File: src/rtl/swa_pkg.sv
// shared types and constants for the sliding window average block
`default_nettype none

package swa_pkg;

   localparam int CSR_BITS = 7;
   localparam logic [CSR_BITS-1:0] WINDOW_LEN_RESET = 7'd4;

   typedef enum logic [2:0] {
      ST_IDLE,
      ST_UPDATE,
      ST_SWEEP,
      ST_LOAD,
      ST_DIV,
      ST_EMIT
   } state_type;

   typedef struct packed {
      logic accept;
      logic update;
      logic sweep_init;
      logic sweep_step;
      logic div_load;
      logic div_step;
      logic emit;
   } cmd_type;

   typedef struct packed {
      logic dirty;
      logic sweep_done;
      logic fill_ok;
      logic div_done;
      logic out_free;
   } status_type;

endpackage

`default_nettype wire

File: src/rtl/swa_if.sv
// stream interfaces for the sample and result channels
`default_nettype none

interface swa_req_if #(parameter int WIDTH = 16) ();
   logic                    valid;
   logic                    ready;
   logic signed [WIDTH-1:0] sample;

   modport source (output valid, output sample, input ready);
   modport sink (input valid, input sample, output ready);
endinterface

interface swa_rsp_if #(parameter int WIDTH = 16) ();
   logic                    valid;
   logic                    ready;
   logic signed [WIDTH-1:0] average;

   modport source (output valid, output average, input ready);
   modport sink (input valid, input average, output ready);
endinterface

`default_nettype wire

File: src/rtl/swa_ctrl.sv
// controller state machine sequencing update, resum sweep, divide and result
`default_nettype none

module swa_ctrl (
   input  wire                  clock,
   input  wire                  reset,
   input  wire                  req_valid,
   output logic                 req_ready,
   input  swa_pkg::status_type  status,
   output swa_pkg::cmd_type     cmd
);

   swa_pkg::state_type state_ff;
   swa_pkg::state_type state_in;

   always_ff @(posedge clock) begin
      if (reset) begin
         state_ff <= swa_pkg::ST_IDLE;
      end else begin
         state_ff <= state_in;
      end
   end

   always_comb begin
      state_in  = state_ff;
      cmd       = '0;
      req_ready = 1'b0;
      unique case (state_ff)
         swa_pkg::ST_IDLE: begin
            req_ready = 1'b1;
            if (req_valid) begin
               cmd.accept = 1'b1;
               state_in   = swa_pkg::ST_UPDATE;
            end
         end
         swa_pkg::ST_UPDATE: begin
            cmd.update     = 1'b1;
            cmd.sweep_init = status.dirty;
            state_in       = status.dirty ? swa_pkg::ST_SWEEP : swa_pkg::ST_LOAD;
         end
         swa_pkg::ST_SWEEP: begin
            cmd.sweep_step = 1'b1;
            if (status.sweep_done) begin
               state_in = swa_pkg::ST_LOAD;
            end
         end
         swa_pkg::ST_LOAD: begin
            cmd.div_load = 1'b1;
            // too few samples for the window: no result
            state_in     = status.fill_ok ? swa_pkg::ST_DIV : swa_pkg::ST_IDLE;
         end
         swa_pkg::ST_DIV: begin
            cmd.div_step = 1'b1;
            if (status.div_done) begin
               state_in = swa_pkg::ST_EMIT;
            end
         end
         swa_pkg::ST_EMIT: begin
            if (status.out_free) begin
               cmd.emit = 1'b1;
               state_in = swa_pkg::ST_IDLE;
            end
         end
         default: begin
            state_in = swa_pkg::ST_IDLE;
         end
      endcase
   end

   a_accept_to_update: assert property (@(posedge clock) disable iff (reset)
      req_valid && req_ready |=> state_ff == swa_pkg::ST_UPDATE)
      else $error("accepted transfer did not move to update");

   a_emit_returns_idle: assert property (@(posedge clock) disable iff (reset)
      state_ff == swa_pkg::ST_EMIT && status.out_free |=> state_ff == swa_pkg::ST_IDLE)
      else $error("result not released when output register free");

   a_div_done_to_emit: assert property (@(posedge clock) disable iff (reset)
      cmd.div_step && status.div_done |=> state_ff == swa_pkg::ST_EMIT)
      else $error("finished division did not reach emit");

endmodule

`default_nettype wire

File: src/rtl/swa_datapath.sv
// sample ring, running sum, serial divider and result register
`default_nettype none

module swa_datapath #(
   parameter int MAX_WINDOW  = 64,
   parameter int SAMPLE_BITS = 16
) (
   input  wire                                  clock,
   input  wire                                  reset,
   input  swa_pkg::cmd_type                     cmd,
   output swa_pkg::status_type                  status,
   input  wire                                  csr_write_en,
   input  wire [swa_pkg::CSR_BITS-1:0]          csr_write_data,
   input  wire signed [SAMPLE_BITS-1:0]         req_sample,
   input  wire                                  rsp_ready,
   output logic                                 rsp_valid,
   output logic signed [SAMPLE_BITS-1:0]        rsp_average
);

   localparam int PTR_BITS  = (MAX_WINDOW > 1) ? $clog2(MAX_WINDOW) : 1;
   localparam int WIN_BITS  = $clog2(MAX_WINDOW + 1);
   localparam int SUM_BITS  = SAMPLE_BITS + $clog2(MAX_WINDOW) + 1;
   localparam int MAG_BITS  = SUM_BITS - 1;
   localparam int DCNT_BITS = $clog2(MAG_BITS);
   localparam int OLD_BITS  = WIN_BITS + 1;
   localparam longint SUM_HI = longint'(MAX_WINDOW) * ((longint'(1) << (SAMPLE_BITS - 1)) - 1);
   localparam longint SUM_LO = -(longint'(MAX_WINDOW) * (longint'(1) << (SAMPLE_BITS - 1)));

   // configuration
   logic [swa_pkg::CSR_BITS-1:0] win_len_ff;
   logic [WIN_BITS-1:0]          win_eff;

   always_ff @(posedge clock) begin
      if (reset) begin
         win_len_ff <= swa_pkg::WINDOW_LEN_RESET;
      end else if (csr_write_en) begin
         win_len_ff <= csr_write_data;
      end
   end

   always_comb begin
      priority if (win_len_ff == '0) begin
         win_eff = WIN_BITS'(1);
      end else if (32'(win_len_ff) > MAX_WINDOW) begin
         win_eff = WIN_BITS'(MAX_WINDOW);
      end else begin
         win_eff = WIN_BITS'(win_len_ff);
      end
   end

   // ring and its pointers
   logic [SAMPLE_BITS-1:0]        ring_mem [MAX_WINDOW];
   logic signed [SAMPLE_BITS-1:0] sample_ff;
   logic signed [SAMPLE_BITS-1:0] rd_data_ff;
   logic [PTR_BITS-1:0]           write_slot_ff;
   logic [PTR_BITS-1:0]           write_slot_in;
   logic [WIN_BITS-1:0]           fill_ff;
   logic [WIN_BITS-1:0]           fill_in;
   logic [OLD_BITS-1:0]           old_raw;
   logic [PTR_BITS-1:0]           old_slot;
   logic [PTR_BITS-1:0]           rd_addr;

   // slot holding the sample that leaves the window
   always_comb begin
      old_raw = OLD_BITS'(write_slot_ff) + OLD_BITS'(MAX_WINDOW) - OLD_BITS'(win_eff);
      if (old_raw >= OLD_BITS'(MAX_WINDOW)) begin
         old_slot = PTR_BITS'(old_raw - OLD_BITS'(MAX_WINDOW));
      end else begin
         old_slot = PTR_BITS'(old_raw);
      end
   end

   always_comb begin
      write_slot_in = (write_slot_ff == PTR_BITS'(MAX_WINDOW - 1)) ? '0
                                                                  : write_slot_ff + 1'b1;
      fill_in       = (fill_ff == WIN_BITS'(MAX_WINDOW)) ? fill_ff : fill_ff + 1'b1;
   end

   // sweep that rebuilds the sum after a window length change
   logic [PTR_BITS-1:0] sweep_ptr_ff;
   logic [WIN_BITS-1:0] sweep_cnt_ff;
   logic                pend_ff;
   logic                sweep_issue;
   logic                dirty_ff;

   assign sweep_issue = sweep_cnt_ff < win_eff;
   assign rd_addr     = cmd.sweep_step ? sweep_ptr_ff : old_slot;

   always_ff @(posedge clock) begin
      rd_data_ff <= ring_mem[rd_addr];
      if (cmd.update) begin
         ring_mem[write_slot_ff] <= sample_ff;
      end
      if (cmd.accept) begin
         sample_ff <= req_sample;
      end
   end

   always_ff @(posedge clock) begin
      if (reset) begin
         write_slot_ff <= '0;
         fill_ff       <= '0;
         dirty_ff      <= 1'b0;
         pend_ff       <= 1'b0;
      end else begin
         if (cmd.update) begin
            write_slot_ff <= write_slot_in;
            fill_ff       <= fill_in;
         end
         priority if (csr_write_en) begin
            dirty_ff <= 1'b1;
         end else if (cmd.sweep_step && status.sweep_done) begin
            dirty_ff <= 1'b0;
         end else begin
            dirty_ff <= dirty_ff;
         end
         pend_ff <= cmd.sweep_step && sweep_issue && (sweep_cnt_ff < fill_ff);
      end
   end

   always_ff @(posedge clock) begin
      if (cmd.sweep_init) begin
         // newest sample sits in the slot just written
         sweep_ptr_ff <= write_slot_ff;
         sweep_cnt_ff <= '0;
      end else if (cmd.sweep_step && sweep_issue) begin
         sweep_ptr_ff <= (sweep_ptr_ff == '0) ? PTR_BITS'(MAX_WINDOW - 1)
                                              : sweep_ptr_ff - 1'b1;
         sweep_cnt_ff <= sweep_cnt_ff + 1'b1;
      end
   end

   // running sum
   logic signed [SUM_BITS-1:0] sum_ff;
   logic signed [SUM_BITS-1:0] sum_in;
   logic signed [SUM_BITS-1:0] old_term;

   always_comb begin
      old_term = (fill_ff >= win_eff) ? SUM_BITS'(rd_data_ff) : SUM_BITS'(0);
      priority if (cmd.sweep_init) begin
         sum_in = '0;
      end else if (cmd.update) begin
         sum_in = sum_ff + SUM_BITS'(sample_ff) - old_term;
      end else if (cmd.sweep_step && pend_ff) begin
         sum_in = sum_ff + SUM_BITS'(rd_data_ff);
      end else begin
         sum_in = sum_ff;
      end
   end

   always_ff @(posedge clock) begin
      if (reset) begin
         sum_ff <= '0;
      end else begin
         sum_ff <= sum_in;
      end
   end

   // restoring divider on the magnitude, one quotient bit per cycle
   logic [MAG_BITS-1:0]  dq_ff;
   logic [WIN_BITS-1:0]  rem_ff;
   logic                 neg_ff;
   logic [DCNT_BITS-1:0] div_cnt_ff;
   logic [WIN_BITS:0]    trial;
   logic [WIN_BITS:0]    trial_sub;
   logic                 trial_ge;
   logic [SUM_BITS-1:0]  sum_abs;

   assign sum_abs   = sum_ff[SUM_BITS-1] ? SUM_BITS'(-sum_ff) : SUM_BITS'(sum_ff);
   assign trial     = {rem_ff, dq_ff[MAG_BITS-1]};
   assign trial_ge  = trial >= {1'b0, win_eff};
   assign trial_sub = trial - {1'b0, win_eff};

   always_ff @(posedge clock) begin
      if (cmd.div_load) begin
         dq_ff      <= sum_abs[MAG_BITS-1:0];
         neg_ff     <= sum_ff[SUM_BITS-1];
         rem_ff     <= '0;
         div_cnt_ff <= '0;
      end else if (cmd.div_step) begin
         dq_ff      <= {dq_ff[MAG_BITS-2:0], trial_ge};
         rem_ff     <= trial_ge ? trial_sub[WIN_BITS-1:0] : trial[WIN_BITS-1:0];
         div_cnt_ff <= div_cnt_ff + 1'b1;
      end
   end

   // result register
   logic                   rsp_valid_ff;
   logic [SAMPLE_BITS-1:0] average_ff;
   logic [SAMPLE_BITS-1:0] quo_trunc;

   assign quo_trunc = dq_ff[SAMPLE_BITS-1:0];

   always_ff @(posedge clock) begin
      if (reset) begin
         rsp_valid_ff <= 1'b0;
      end else if (cmd.emit) begin
         rsp_valid_ff <= 1'b1;
      end else if (rsp_ready) begin
         rsp_valid_ff <= 1'b0;
      end
   end

   always_ff @(posedge clock) begin
      if (cmd.emit) begin
         average_ff <= neg_ff ? (~quo_trunc) + 1'b1 : quo_trunc;
      end
   end

   assign rsp_valid   = rsp_valid_ff;
   assign rsp_average = average_ff;

   always_comb begin
      status.dirty      = dirty_ff;
      status.sweep_done = !sweep_issue && !pend_ff;
      status.fill_ok    = fill_ff >= win_eff;
      status.div_done   = div_cnt_ff == DCNT_BITS'(MAG_BITS - 1);
      status.out_free   = !rsp_valid_ff || rsp_ready;
   end

   a_fill_bound: assert property (@(posedge clock) disable iff (reset)
      fill_ff <= WIN_BITS'(MAX_WINDOW))
      else $error("fill count beyond ring depth");

   a_sum_bound: assert property (@(posedge clock) disable iff (reset)
      longint'(sum_ff) <= SUM_HI && longint'(sum_ff) >= SUM_LO)
      else $error("running sum outside the range of a full window");

   a_quotient_fits: assert property (@(posedge clock) disable iff (reset)
      cmd.emit |-> (dq_ff >> (SAMPLE_BITS - 1)) == '0 ||
                   (neg_ff && dq_ff == (MAG_BITS'(1) << (SAMPLE_BITS - 1))))
      else $error("quotient does not fit the result field");

endmodule

`default_nettype wire

File: src/rtl/sliding_window_average.sv
// top level of the sliding window average block
//
// req_if takes one signed sample per transfer, rsp_if gives one average per
// transfer once at least window_len samples have arrived since reset; the
// earlier samples give no result. The average is the sum of the latest
// window_len samples divided by window_len, truncated toward zero.
// csr_write_en / csr_write_data set window_len (0 acts as 1, values above
// MAX_WINDOW act as MAX_WINDOW); write it only while the block is idle.
// Samples are handled one at a time. Each item passes through the update,
// load, bit-serial divide and emit steps from transfer to result; the next
// sample can be taken from the cycle the result appears. An item that gives
// no result ends after the update and load steps. The first item after a
// window length write also resums the ring over the latest W samples, W
// being the window length in force (all samples so far while fewer than W
// have arrived). A finished result waits in the output register, so a
// stalled receiver does not stop the next sample being taken; the block only
// waits when a second result is ready before the first is taken.
// Reset is synchronous: the window length returns to 4 and the fill count,
// sum and ring position clear, so no result comes until the window refills.
`default_nettype none

module sliding_window_average #(
   parameter int MAX_WINDOW  = 64,
   parameter int SAMPLE_BITS = 16
) (
   input  wire                          clock,
   input  wire                          reset,
   swa_req_if.sink                      req_if,
   swa_rsp_if.source                    rsp_if,
   input  wire                          csr_write_en,
   input  wire [swa_pkg::CSR_BITS-1:0]  csr_write_data
);

   swa_pkg::cmd_type    cmd;
   swa_pkg::status_type status;
   logic                req_ready;
   logic                rsp_valid;
   logic signed [SAMPLE_BITS-1:0] rsp_average;

   swa_ctrl u_ctrl (
      .clock     (clock),
      .reset     (reset),
      .req_valid (req_if.valid),
      .req_ready (req_ready),
      .status    (status),
      .cmd       (cmd)
   );

   swa_datapath #(
      .MAX_WINDOW  (MAX_WINDOW),
      .SAMPLE_BITS (SAMPLE_BITS)
   ) u_datapath (
      .clock          (clock),
      .reset          (reset),
      .cmd            (cmd),
      .status         (status),
      .csr_write_en   (csr_write_en),
      .csr_write_data (csr_write_data),
      .req_sample     (req_if.sample),
      .rsp_ready      (rsp_if.ready),
      .rsp_valid      (rsp_valid),
      .rsp_average    (rsp_average)
   );

   assign req_if.ready   = req_ready;
   assign rsp_if.valid   = rsp_valid;
   assign rsp_if.average = rsp_average;

endmodule

`default_nettype wire
File: src/flat_wrapper.sv
// flat-port wrapper written by rule: the top's interface ports become plain ports
module sliding_window_average_flat 
#(
   parameter int MAX_WINDOW  = 64,
   parameter int SAMPLE_BITS = 16
)
  (clock, reset, csr_write_en, csr_write_data, req_if_valid, req_if_sample, req_if_ready, rsp_if_valid, rsp_if_average, rsp_if_ready);
  swa_req_if req_if_i ();
  swa_rsp_if rsp_if_i ();
  input  wire clock;
  input  wire reset;
  input  wire csr_write_en;
  input  wire [swa_pkg::CSR_BITS-1:0] csr_write_data;
  input wire logic [$bits(req_if_i.valid)-1:0] req_if_valid;
  input wire logic [$bits(req_if_i.sample)-1:0] req_if_sample;
  output wire logic [$bits(req_if_i.ready)-1:0] req_if_ready;
  output wire logic [$bits(rsp_if_i.valid)-1:0] rsp_if_valid;
  output wire logic [$bits(rsp_if_i.average)-1:0] rsp_if_average;
  input wire logic [$bits(rsp_if_i.ready)-1:0] rsp_if_ready;
  assign req_if_i.valid = req_if_valid;
  assign req_if_i.sample = req_if_sample;
  assign req_if_ready = req_if_i.ready;
  assign rsp_if_valid = rsp_if_i.valid;
  assign rsp_if_average = rsp_if_i.average;
  assign rsp_if_i.ready = rsp_if_ready;
  sliding_window_average #(.MAX_WINDOW(MAX_WINDOW), .SAMPLE_BITS(SAMPLE_BITS)) u_core (.clock(clock), .reset(reset), .req_if(req_if_i), .rsp_if(rsp_if_i), .csr_write_en(csr_write_en), .csr_write_data(csr_write_data));
endmodule
File: config.mk
export PLATFORM = sky130hd
export DESIGN_NAME = sliding_window_average_flat
export DESIGN_NICKNAME = d
export VERILOG_FILES = /design/src/rtl/swa_pkg.sv /design/src/rtl/swa_if.sv /design/src/rtl/swa_ctrl.sv /design/src/rtl/swa_datapath.sv /design/src/rtl/sliding_window_average.sv /design/src/flat_wrapper.sv
export SDC_FILE = /design/constraint.sdc
export NUM_CORES = 2
export LEC_CHECK = 0
export BUFFER_PORTS_ARGS = -buffer_cell sky130_fd_sc_hd__buf_2
export CELL_PAD_IN_SITES_DETAIL_PLACEMENT = 0
export CELL_PAD_IN_SITES_GLOBAL_PLACEMENT = 1
export CORE_ASPECT_RATIO = 0.75
export CORE_MARGIN = 3
export CORE_UTILIZATION = 59
export CTS_BUF_LIST = sky130_fd_sc_hd__clkbuf_16
export DETAILED_ROUTE_END_ITERATION = 8
export HOLD_SLACK_MARGIN = 0.02
export PLACE_DENSITY = 0.84
export SLEW_MARGIN = 15
export SYNTH_ARGS = -nofsm -noshare
export SYNTH_HDL_FRONTEND = slang
export SYNTH_SLANG_ARGS = --single-unit
File: constraint.sdc
create_clock -name clock -period 12.45 [get_ports clock]
set_input_delay 1.245 -clock clock [delete_from_list [all_inputs] [get_ports clock]]
set_output_delay 1.245 -clock clock [all_outputs]
set_load 0.05 [all_outputs]
* Yosys cells after proc, flatten, opt, wreduce, memory -nomap -nowiden *
Memories as Yosys holds them, arrays and structs flattened. A register that Yosys moved wholly into a read port is not among the register bits.
Cells that the tools add are included.

word-level totals
  register bits = 129
  memory bits (writable) = 1024
  output and inout bits = 18
  logic and storage cells = 109
  memories kept = 1

cells by class
  $add $sub $neg = 14
  order comparisons = 6
  equal/unequal tests = 12
  mux-type cells = 38
  bitwise logic cells = 2
  reductions and logical operators = 20

memory list
  memory                      depth  width  rd ports  clocked after memory_dff  write ports  RTL line            source
  u_core.u_datapath.ring_mem  64     16     1         1                         1            swa_datapath.sv:52  logic [SAMPLE_BITS-1:0] ring_mem [MAX_WINDOW];

operators with widths
  operator               number
  $mux 23                3
  $mux 22                3
  $add 23x16->23         2
  $mux 6                 6
  $sub 23x23->23         1
  $neg 22->22            1
  $mux 7                 3
  $pmux 3 s6             1
  $add 16x1->16 const B  1
  $mux 16                1
  $not 16->16            1
  $mux 1                 15
  $mux 3                 5
  $add 7x1->7 const B    2
  $lt 7x7->1             2
  $sub 6x1->6 const B    2
  $reduce_bool 2->1      5
  $add 6x7->8 const B    1
  $ge 8x7->1             1
  $ge 8x7->1 const B     1
  $sub 8x7->8            1
  $eq 7x7->1 const B     1
  $ge 7x7->1             1
  $gt 7x7->1 const B     1
  21 further kinds       31

* Depth between registers and ports, before layout *
  word-level depth = 9
  depth in mapped cells = 25
  gate-level depth less buffers = 25

* Cells and area by module *
From an unflattened synthesis, not the netlist that was laid out.

unflattened totals
  cell total of the unflattened synthesis = 2918
  area total of the unflattened synthesis = 49985.4 um^2

by module, submodules not included
  module        instances  cells each  area each (um^2)  seq. area each (um^2)
  swa_datapath  1          2888        49756.5           34202.8
  swa_ctrl      1          30          229.0             60.1

* Worst setup path before layout *
Ideal clock, no wire load.

  kind = flip-flop to flip-flop
  from = reg u_core.u_datapath.win_len_ff[1] (netlist name)
  to = reg u_core.u_datapath.sum_ff[15]
  setup time = 0.139 ns
  arrival time = 4.733 ns
  slack = 7.579 ns
  cell stages (with the launch flop) = 25
  period minus slack after synthesis = 4.871 ns
  path through = dfxtp_1 nor3_1 a21oi_1 nor2_1 ha_1 nand2b_1 a21o_1 a21o_1 a21o_1 a21o_1 a21o_1 a21o_1 clkbuf_1 and2_1 fa_1 inv_1 ha_1 a21oi_1 o21a_1 o21ai_0 a21oi_1 o21ai_0 a2111oi_0 a211o_1 a22oi_1

on the way
  cells in the longest elaborated chain, start to end = 7
  elaborated cells on any way between the ends = 8
  classes of those cells = add/sub: 1; order compare: 2; mux: 4; reduce/logical: 1

ends and longest elaborated chain
  item                    RTL line             source
  start, declared         swa_datapath.sv:30   logic [swa_pkg::CSR_BITS-1:0] win_len_ff;
  start signal, assigned  swa_datapath.sv:35   win_len_ff <= swa_pkg::WINDOW_LEN_RESET;
  start signal, assigned  swa_datapath.sv:37   win_len_ff <= csr_write_data;
  $gt 7x7->1              swa_datapath.sv:44   end else if (32'(win_len_ff) > MAX_WINDOW) begin
  $mux 7                  swa_datapath.sv:44
  $mux 7 *                swa_datapath.sv:42   priority if (win_len_ff == '0) begin
  $ge 7x7->1 *            swa_datapath.sv:139  old_term = (fill_ff >= win_eff) ? SUM_BITS'(rd_data_ff) : SUM_BITS'(0);
  $mux 23 *               swa_datapath.sv:139
  $sub 23x23->23 *        swa_datapath.sv:143  sum_in = sum_ff + SUM_BITS'(sample_ff) - old_term;
  $mux 23 *               swa_datapath.sv:142  end else if (cmd.update) begin
  end signal, assigned    swa_datapath.sv:155  sum_ff <= sum_in;
  end, declared           swa_datapath.sv:134  logic signed [SUM_BITS-1:0] sum_ff;

Every way passes the cells marked *; elsewhere a longest branch is shown, timed or not.
A chain may end at the register's enable or synchronous reset.

* Final worst setup path *
Same ends and word-level chain as after synthesis.

==> impl_results.md <==
* Mux cell area share after synthesis at 12.1%
* Top-area cell type share of the netlist area at between 60% and 70%
* Max_cap viols at 0
* Async SR Flop Fraction at 0%
* Power Dens Cells at 231 mW/mm²
* Sequential area share after synthesis at between 60% and 70%
* Worst-path fanout max at 17
* Final Wtd Congestion at a little under 0.9
* Drt pass-1 iters at 7
* RSZ-0062 raised after global routing: no
* Clk slew on worst S/H paths at about 0.070 ns
* Achievable frequency at between 150 and 200 MHz
* WL per Instance at 28.4 µm
* Post-synthesis adder-cell area fraction at under 10%
* Synth area leader: edfxtp_1
* Hold-fix buffers, CTS at 0
* Seq. cell area at 0.0343 mm²
* Cells after Synth at between 2000 and 3000
* Synth cell types at 74
* Clk sinks at 1169
* Total CTS buffers at 107
* Die ar. at 0.0885 mm²
* Final Hold Viols at 0
* GRT Total Usage at 28.0%
* Syn avg cell area at 16.7 µm²
* Slew margin rel. at 15.7%
* Initial Utilization at about three fifths
* Cell area after synthesis at between 0.05 and 0.06 mm²
* Clock tree buffer depth at 3
* Detailed placement HPWL at 75.3 mm
* Clk root buf: clkbuf_16
* Period Utilization, post-route at a little under half
* Input/output buffers at 45
* Io pins at 46
* P&R area growth vs syn at 10.2%
* Die Wd at about 340 µm
* Data required time of the worst path at 12.97 ns
* Post-CTS sizing at 0
* CTS tree: yes
* Clk_lat worst skew at just under 0.7 ns
* Area fraction in compound gates after synthesis at approximately 5.9%
* Post-CTS Setup Inserts at 0
* Worst Skew at 0.0229 ns
* # nets final at between 3000 and 4000
* Core area at around 0.083 mm²
* Outcome: finished, final reports clean
* Fill cell count at 5536
* # rows at 91
* Aggregate negative setup slack at 0 ns
* CTS H-tree lvls at 3
* Initial DRC count at 3863
* Synth Register Bits at between 1000 and 1500
* Vias in the first global route at 27900
* Total grt overflow at 0
* Placed Area at 0.0518 mm²
* Post-layout min period at between 5 and 6 ns
* Ranking of synthesized cells by area: edfxtp_1, mux4_2, dfxtp_1
* Global-route wire length before repair at roughly 180 mm
* Remaining DRCs at 0
* Post-synthesis net count at 3134
* Hold WC Path Type: reg -> reg
* Measured slew at the worst slew-check pin at approximately 1.3 ns
* Multi-input logic area at roughly 0.015 mm²
* Crit end category: register
* Pins over their slew limit at 0
* Synthesis Warnings at 0
* Number of enable flip-flop cells after synthesis at between 1000 and 1500
* Largest family of logic cells by synthesized area: multiplexers
* Count leader, synth: edfxtp_1
* Final setup vio count at 0
* WP data arrival at around 6.5 ns
* Share of layout cells above drive strength 1 at 18.3%
* Startpoint types: register
* Layout Cell Area excl Fill at 0.0553 mm²
* Ys flop type: edfxtp_1
* Vias/cell at between 6 and 7
* Synth top cells by count: edfxtp_1, mux4_2, nand2_1
* Final ANT Viol Nets at 0
* Worst VDD drop at approximately 370 µV
* Via count at between 20000 and 30000
* P_leak at between 15 and 20 nW
* Crit Path Class: reg -> reg
* Simple-Gate Fraction of Synth Area at just over 6%
* Xor-xnor portion of the synthesized cell area at around 1.5%
* Initial antenna violation count at 6
* Die Span Y at roughly 260 µm
* Largest net degree at the start of global routing at 122
* Drt total wl at 122 mm
sequential cells by signal (all words and copies together) (netlist names), 5 cells and up:
| signal | flops |
|---|---|
| u_core.u_datapath.div_cnt_ff | 5 |
| u_core.u_datapath.dq_ff | 22 |
| u_core.u_datapath.fill_ff | 7 |
| u_core.u_datapath.rd_data_ff | 16 |
| u_core.u_datapath.rem_ff | 7 |
| u_core.u_datapath.ring_mem | 1024 |
| u_core.u_datapath.rsp_average | 16 |
| u_core.u_datapath.sample_ff | 16 |
| u_core.u_datapath.sum_ff | 23 |
| u_core.u_datapath.sweep_cnt_ff | 7 |
| u_core.u_datapath.sweep_ptr_ff | 6 |
| u_core.u_datapath.win_len_ff | 7 |
| u_core.u_datapath.write_slot_ff | 6 |
final cells by class:
class | count | share of cell area [%]
antenna | 1 | 0.00453
clock buffer | 109 | 4.94
clock inverter | 88 | 1.24
inverter | 115 | 0.781
multi-input combinational | 1555 | 26.5
sequential | 1169 | 62.0
tap | 1116 | 2.53
timing repair buffer | 160 | 2.05
cell usage in the layout (no fill, tap or decap), types with 38 or more instances in the layout:
cell type / instances
nand2_1: 214
xnor2_1: 68
inv_1: 146
buf_2: 46
nor2_1: 143
ha_1: 87
edfxtp_1: 1085
o21ai_0: 84
buf_4: 109
a21oi_1: 74
dfxtp_1: 84
a2111oi_0: 52
nor2b_1: 74
mux4_2: 249
clkbuf_16: 109
and2_1: 38
nand3_1: 41
power breakdown:
part	switching [mW]	total (mW)	internal, mW	leakage, nW
logic	2.84	4.72	1.88	6.32
registers	0.185	4.84	4.66	10.5
clock network	1.42	3.21	1.79	1.80
total	4.44	12.8	8.33	18.6
path summary, 6_finish.rpt:
path                                                              startpoint                                         to  slack (ns)  cells after the start
worst max-delay path            u_core.u_datapath.win_len_ff[1]$_SDFFE_PP0P_  u_core.u_datapath.sum_ff[15]$_SDFFE_PP0P_        6.51                     23
worst min-delay path                u_core.u_datapath.rem_ff[3]$_SDFFE_PP0P_   u_core.u_datapath.rem_ff[3]$_SDFFE_PP0P_        0.49                      2
worst max register to register  u_core.u_datapath.win_len_ff[1]$_SDFFE_PP0P_  u_core.u_datapath.sum_ff[15]$_SDFFE_PP0P_        6.51                     23
worst min register to register      u_core.u_datapath.rem_ff[3]$_SDFFE_PP0P_   u_core.u_datapath.rem_ff[3]$_SDFFE_PP0P_        0.49                      2
critical path: stages, from the launching register on:
cell,delay [ns]
dfxtp_1,0.32
nor3_1,0.20
a21oi_1,0.11
nor2_1,0.26
ha_1,0.29
nand2b_1,0.15
a21o_1,0.18
a21o_1,0.17
a21o_1,0.17
a21o_1,0.17
a21o_1,0.19
a21o_1,0.40
and2_1,0.29
fa_1,0.52
inv_1,0.06
ha_1,0.29
a211oi_1,0.37
o21a_1,0.26
o21ai_0,0.12
a21oi_1,0.27
o21ai_0,0.25
a2111oi_0,0.50
a211o_1,0.16
a22oi_1,0.05
logic make-up (layout without fill, tap and decap cells):
| family | after synthesis | count (layout) |
|---|---|---|
| AOI/OAI and AO/OA | 428 | 428 |
| xor gates and xnor gates | 87 | 87 |
| adders and majority gates | 112 | 112 |
| buffers and inverters | 270 | 472 |
| DFF | 1169 | 1169 |
| muxes | 284 | 284 |
| other | 0 | 1 |
| and+or+nand+nor | 644 | 644 |
per-layer routing:
layer	wire, µm	GRT usage [%]	share of wire [%]	up-vias
li1	-	-	-	12100
met2	55100	40.9	45	1554
met4	3630	8.47	3.0	4
met5	23	0	0.019	-
met1	50100	42.7	41	14600
met3	13600	6.41	11	209
metrics by stage:
stage	power, mW	hold WS [ns]	std cells	worst slack [ns]	util [%]
floorplan	8.30	0.406	2994	7.58	-
global placement	9.49	0.443	4113	6.64	62.3
detailed placement	9.58	0.467	4114	6.59	62.3
CTS	12.8	0.482	4311	6.54	66.4
global route	13.4	0.506	4312	6.07	66.4
finish	12.8	0.490	4313	6.51	66.4
(Power assumes the default switching activity.)
